<file path="config.mk">
export PLATFORM = sky130hd
export DESIGN_NAME = bphs_hash
export DESIGN_NICKNAME = d
export VERILOG_FILES = /design/src/sv/bphs_pkg.sv /design/src/sv/bphs_hash.sv
export SDC_FILE = /design/constraint.sdc
export NUM_CORES = 2
export LEC_CHECK = 0
export ABC_AREA = 0
export BUFFER_PORTS_ARGS = -buffer_cell sky130_fd_sc_hd__buf_2
export CORE_UTILIZATION = 55
export DETAILED_ROUTE_END_ITERATION = 8
export PLACE_DENSITY_LB_ADDON = 0.1
export SYNTH_ARGS = -nofsm -noshare
export SYNTH_HDL_FRONTEND = slang
export SYNTH_SLANG_ARGS = --single-unit
</file>
<file path="constraint.sdc">
create_clock -name clk_i -period 11.4 [get_ports clk_i]
set_input_delay 3.42 -clock clk_i [delete_from_list [all_inputs] [get_ports clk_i]]
set_output_delay 3.42 -clock clk_i [all_outputs]
set_load 0.01 [all_outputs]
</file>
<file path="src/sv/bphs_pkg.sv">
`default_nettype none
package bphs_pkg;

  localparam int unsigned TableDepth = 1024;
  localparam int unsigned IdxW       = $clog2(TableDepth);
  localparam int unsigned CntW       = IdxW + 1;
  localparam int unsigned EntryW     = 32;

  localparam logic [63:0] Mix1 = 64'hbf58476d1ce4e5b9;
  localparam logic [63:0] Mix2 = 64'h94d049bb133111eb;

  localparam logic [1:0] ModeFind   = 2'd0;
  localparam logic [1:0] ModeInsert = 2'd1;
  localparam logic [1:0] ModeRemove = 2'd2;

  localparam logic [2:0] StFound    = 3'd0;
  localparam logic [2:0] StAbsent   = 3'd1;
  localparam logic [2:0] StInserted = 3'd2;
  localparam logic [2:0] StPresent  = 3'd3;
  localparam logic [2:0] StRemoved  = 3'd4;
  localparam logic [2:0] StMissing  = 3'd5;
  localparam logic [2:0] StFull     = 3'd6;
  localparam logic [2:0] StEqual    = 3'd7;

  typedef enum logic [2:0] {
    S_CLEAR, S_IDLE, S_HASH, S_RD, S_CHK, S_SCAN_RD, S_SCAN_CHK, S_DONE
  } state_e;

  typedef logic [IdxW-1:0]   idx_t;
  typedef logic [EntryW-1:0] entry_t;

endpackage
`default_nettype wire

</file>
<file path="src/sv/bphs_hash.sv">
`default_nettype none
module bphs_hash (
  input  wire                clk_i,
  input  wire                rst_ni,
  input  wire                start_i,
  input  wire [31:0]         entry_i,
  output logic               done_o,
  output bphs_pkg::idx_t     bucket_o
);

  logic [63:0] x_q, res_q, key, k0, coef, prod, res_new, x_mix, fin;
  logic [31:0] ma, mb;
  logic [2:0]  step_q;
  logic [1:0]  sub;
  logic        busy_q, done_q;
  bphs_pkg::idx_t bucket_q;

  // 64-bit low product from three 32x32 partial products
  always_comb begin
    key  = {16'b0, entry_i[31:16], 16'b0, entry_i[15:0]};
    k0   = key ^ (key >> 30);
    coef = (step_q < 3'd3) ? bphs_pkg::Mix1 : bphs_pkg::Mix2;
    sub  = (step_q < 3'd3) ? step_q[1:0] : 2'(step_q - 3'd3);
    unique case (sub)
      2'd0: begin ma = x_q[31:0];  mb = coef[31:0];  end
      2'd1: begin ma = x_q[31:0];  mb = coef[63:32]; end
      default: begin ma = x_q[63:32]; mb = coef[31:0]; end
    endcase
    prod    = {32'b0, ma} * {32'b0, mb};
    res_new = (sub == 2'd0) ? prod : (res_q + {prod[31:0], 32'b0});
    x_mix   = res_new ^ (res_new >> 27);
    fin     = res_new ^ (res_new >> 31);
  end

  always_ff @(posedge clk_i or negedge rst_ni) begin
    if (!rst_ni) begin
      busy_q <= 1'b0;
      done_q <= 1'b0;
      step_q <= 3'd0;
    end else if (start_i) begin
      busy_q <= 1'b1;
      done_q <= 1'b0;
      step_q <= 3'd0;
    end else if (busy_q) begin
      step_q <= step_q + 3'd1;
      if (step_q == 3'd5) begin
        busy_q <= 1'b0;
        done_q <= 1'b1;
      end
    end else begin
      done_q <= 1'b0;
    end
  end

  always_ff @(posedge clk_i) begin
    if (start_i) begin
      x_q <= k0;
    end else if (busy_q) begin
      res_q <= res_new;
      if (step_q == 3'd2) begin
        x_q <= x_mix;
      end
      if (step_q == 3'd5) begin
        bucket_q <= fin[bphs_pkg::IdxW-1:0];
      end
    end
  end

  assign done_o   = done_q;
  assign bucket_o = bucket_q;

endmodule
`default_nettype wire

</file>
==> flow_summary.yaml <==
drt:
  ant_nets: 0
  avgRoutedWirePerCell_um: 27.72
  totalWireLength_um: 134200
  route.detailed.drc: 0
  via_per_inst: 5.807
  vias: 28110
  first_pass_iters: 5
  drtIter0Drc: 2852
yosys:
  yosysUniqueCellTypes: 77
  synth-main-ff-cell: "edfxtp_1"
  yosysWarnings: 0
  synth.yosys.seq_area_share_pct: 11.31
  synth.avg_cell_area_um2: 9.686
  synth-seq-cells: 143
  synth_edf_count: 138
  syn-num-nets: 5119
  async_flop_share_pct: 3.497
  netlist_instances: 3896
  netlist_area_mm2: 0.03774
hold_path:
  hp-class: "reg -> reg"
timing:
  fmaxAchievable_mhz: 90.46
  rsz0062_at_grt: "yes"
  worstMarginPinSlew_ns: 1.289
  finalCriticalPeriod_ns: 11.05
  finalHoldViolCount: 0
  period_share_pct: 96.97
  slew_headroom_pct: 13.41
  tns_ns: 0
  slew_viol_final: 0
  setup_violations: 0
  finClkSkew_ns: 0.01497
die:
  die_height_um: 263.9
  start_util_pct: 55.89
  die-width_um: 263.9
  rows: 95
  die_area_mm2: 0.06966
  io_pins: 46
  coreArea_mm2: 0.06751
setup_path:
  cp_common_cell: "fa_1"
  slowest_delay_ns: 0.99
  crit_buf_inv: 7
  crit_family: "adder cells"
  critPathArrivalTime_ns: 11.22
  path_class: "reg -> reg"
  required_ns: 11.57
  crit_slowest_cell: "nor3_1"
  cp_max_fo: 20
  startpoint_type: "flop"
  cp-end-kind: "flop"
final_layout:
  drive_above_1_share_pct: 7.867
  final_nets: 5177
  layout_commonest_cell: "inv_1"
  nFillCells: 6067
  final_cell_mix: "inv_1 (967), fa_1 (828), ha_1 (359), nor2_1 (345), nand2_1 (254)"
  syn_to_final_growth_pct: 6.717
global_route:
  overflow: 0
  grt_pass1_wl_um: 197600
  grt_max_degree: 69
  gr-usage-all-layers_pct: 39.93
  grt_pass1_vias: 29090
  antenna_found_initial: 4
clock_network:
  htreeDepth: 4
  clkTransAtPathRegs_ns: 0.07
  clk_latency_ns: 0.44
  cts_buffer_depth: 2
  cts-root-buf: "clkbuf_16"
  cts_tree: "built"
  cts_made_buffers: 17
  cts.sinks: 143
placed_design:
  hpwlAfterDp_um: 117900
  portBuffers: 45
  routabilityCongestion: 1.036
run_status:
  status: "finished clean"
flow_run:
  cap_violations: 0
[cell usage after synthesis (4+ instances only)]
master	n	share of area [%]
inv_1	969	9.6
and2_1	25	0.41
clkinv_1	10	0.099
nand4_1	32	0.53
nor3_1	48	0.64
o21ai_1	12	0.16
o21bai_1	17	0.34
buf_1	16	0.16
clkbuf_1	104	1.0
inv_2	5	0.050
nand2_1	255	2.5
nor2b_1	8	0.13
ha_1	360	12
o21ai_0	82	1.1
o31a_1	4	0.093
buf_2	9	0.12
a21boi_0	4	0.080
xor2_1	52	1.2
or3_1	5	0.083
o221ai_1	4	0.093
xnor2_1	83	1.9
a31oi_1	14	0.23
mux2_2	47	1.4
edfxtp_1	138	11
nand3_1	38	0.50
nor4_1	7	0.12
a21oi_1	148	2.0
a211o_1	6	0.14
o22ai_1	10	0.17
o31ai_1	5	0.099
o21a_1	13	0.26
and3_1	17	0.28
a221oi_1	5	0.12
nor2_1	357	3.6
mux2i_1	25	0.66
a21o_1	34	0.68
a211oi_1	9	0.18
dfrtp_1	5	0.33
nand2b_1	11	0.18
or2_2	9	0.15
o211ai_1	15	0.30
fa_1	828	44
[state kept, by name, summed over array words and instances, names as in the netlist]
name	cells
done_o	1
res_q	64
bucket_o	10
busy_q	1
x_q	64
step_q	3
[cell type report]
type                       instances  area (um^2)  share of cell area (%)
sequential                       143         4269                   10.60
antenna                            1        2.502                0.006214
tap                              873         1092                   2.712
multi-input combinational       2640        29450                   73.14
clock buffer                      18        429.2                   1.066
inverter                         984         3700                   9.187
clock inverter                    13        155.1                  0.3853
timing repair buffer             168         1169                   2.902
[routing by layer]
| layer | routed length [um] | up-vias | track usage [%] |
|---|---|---|---|
| met5 | 27 | - | 0 |
| met4 | 8671 | 4 | 21.40 |
| met3 | 10720 | 308 | 6.562 |
| met2 | 60890 | 1415 | 61.69 |
| met1 | 53860 | 14270 | 54.27 |
| li1 | - | 12110 | - |
[worst paths after layout]
kind / start / end / slack, ns / cells past startpoint
worst max-delay path: step_q[0] / x_q[35] / 0.35 / 36
worst min-delay path: res_q[12] / res_q[12] / 0.56 / 2
worst max register to register: step_q[0] / x_q[35] / 0.35 / 36
worst min register to register: res_q[12] / res_q[12] / 0.56 / 2
max in group asynchronous: rst_ni / busy_q / 8.40 / 1
min in group asynchronous: rst_ni / done_o / 2.83 / 1
[worst reg2reg max path, delay by kind of cell (launching register included)]
kind                     cells  cell delay, ns
AO/OA/AOI/OAI               10            2.19
multiplexers                 2            0.58
buffers and inverters        7            0.64
AND/OR/NAND/NOR              4            1.87
adder cells (fa/ha/maj)     11            4.70
XOR/XNOR                     2            0.44
flip-flops                   1            0.37
[repair_timing]
action                     in CTS  in global routing
setup endpoints to repair       4                 27
setup buffers                   0                  1
hold buffers                    0                  0
resized for setup               2                 29
pin swaps                       0                  1
[cell families after synthesis]
logic type | count (synthesis) | share of synthesized area, %
AOI/OAI and AO/OA | 415 | 6.999
xor gates and xnor gates | 136 | 3.176
adders and majority gates | 1188 | 55.86
buffers and inverters | 1113 | 11.10
DFF | 143 | 11.31
muxes | 72 | 2.066
other | 1 | 0.009937
and+or+nand+nor | 828 | 9.473
[stage by stage]
| step | area, um^2 | cells | util (%) | worst slack (ns) | hold slack [ns] |
|---|---|---|---|---|---|
| global route | 40270 | 4839 | 59.64 | -0.06256 | 0.5845 |
| floorplan | 37740 | 3896 | - | 0.6029 | 0.5239 |
| detailed placement | 39560 | 4807 | 58.59 | -0.06729 | 0.5466 |
| finish | 40270 | 4840 | 59.65 | 0.3458 | 0.5619 |
| CTS | 40150 | 4838 | 59.47 | 0.1232 | 0.5613 |
| global placement | 39560 | 4807 | 58.59 | 0.02709 | 0.5384 |
Power is not shown: default switching activity piles up to over one toggle a cycle in this logic, so the estimate is an artifact.
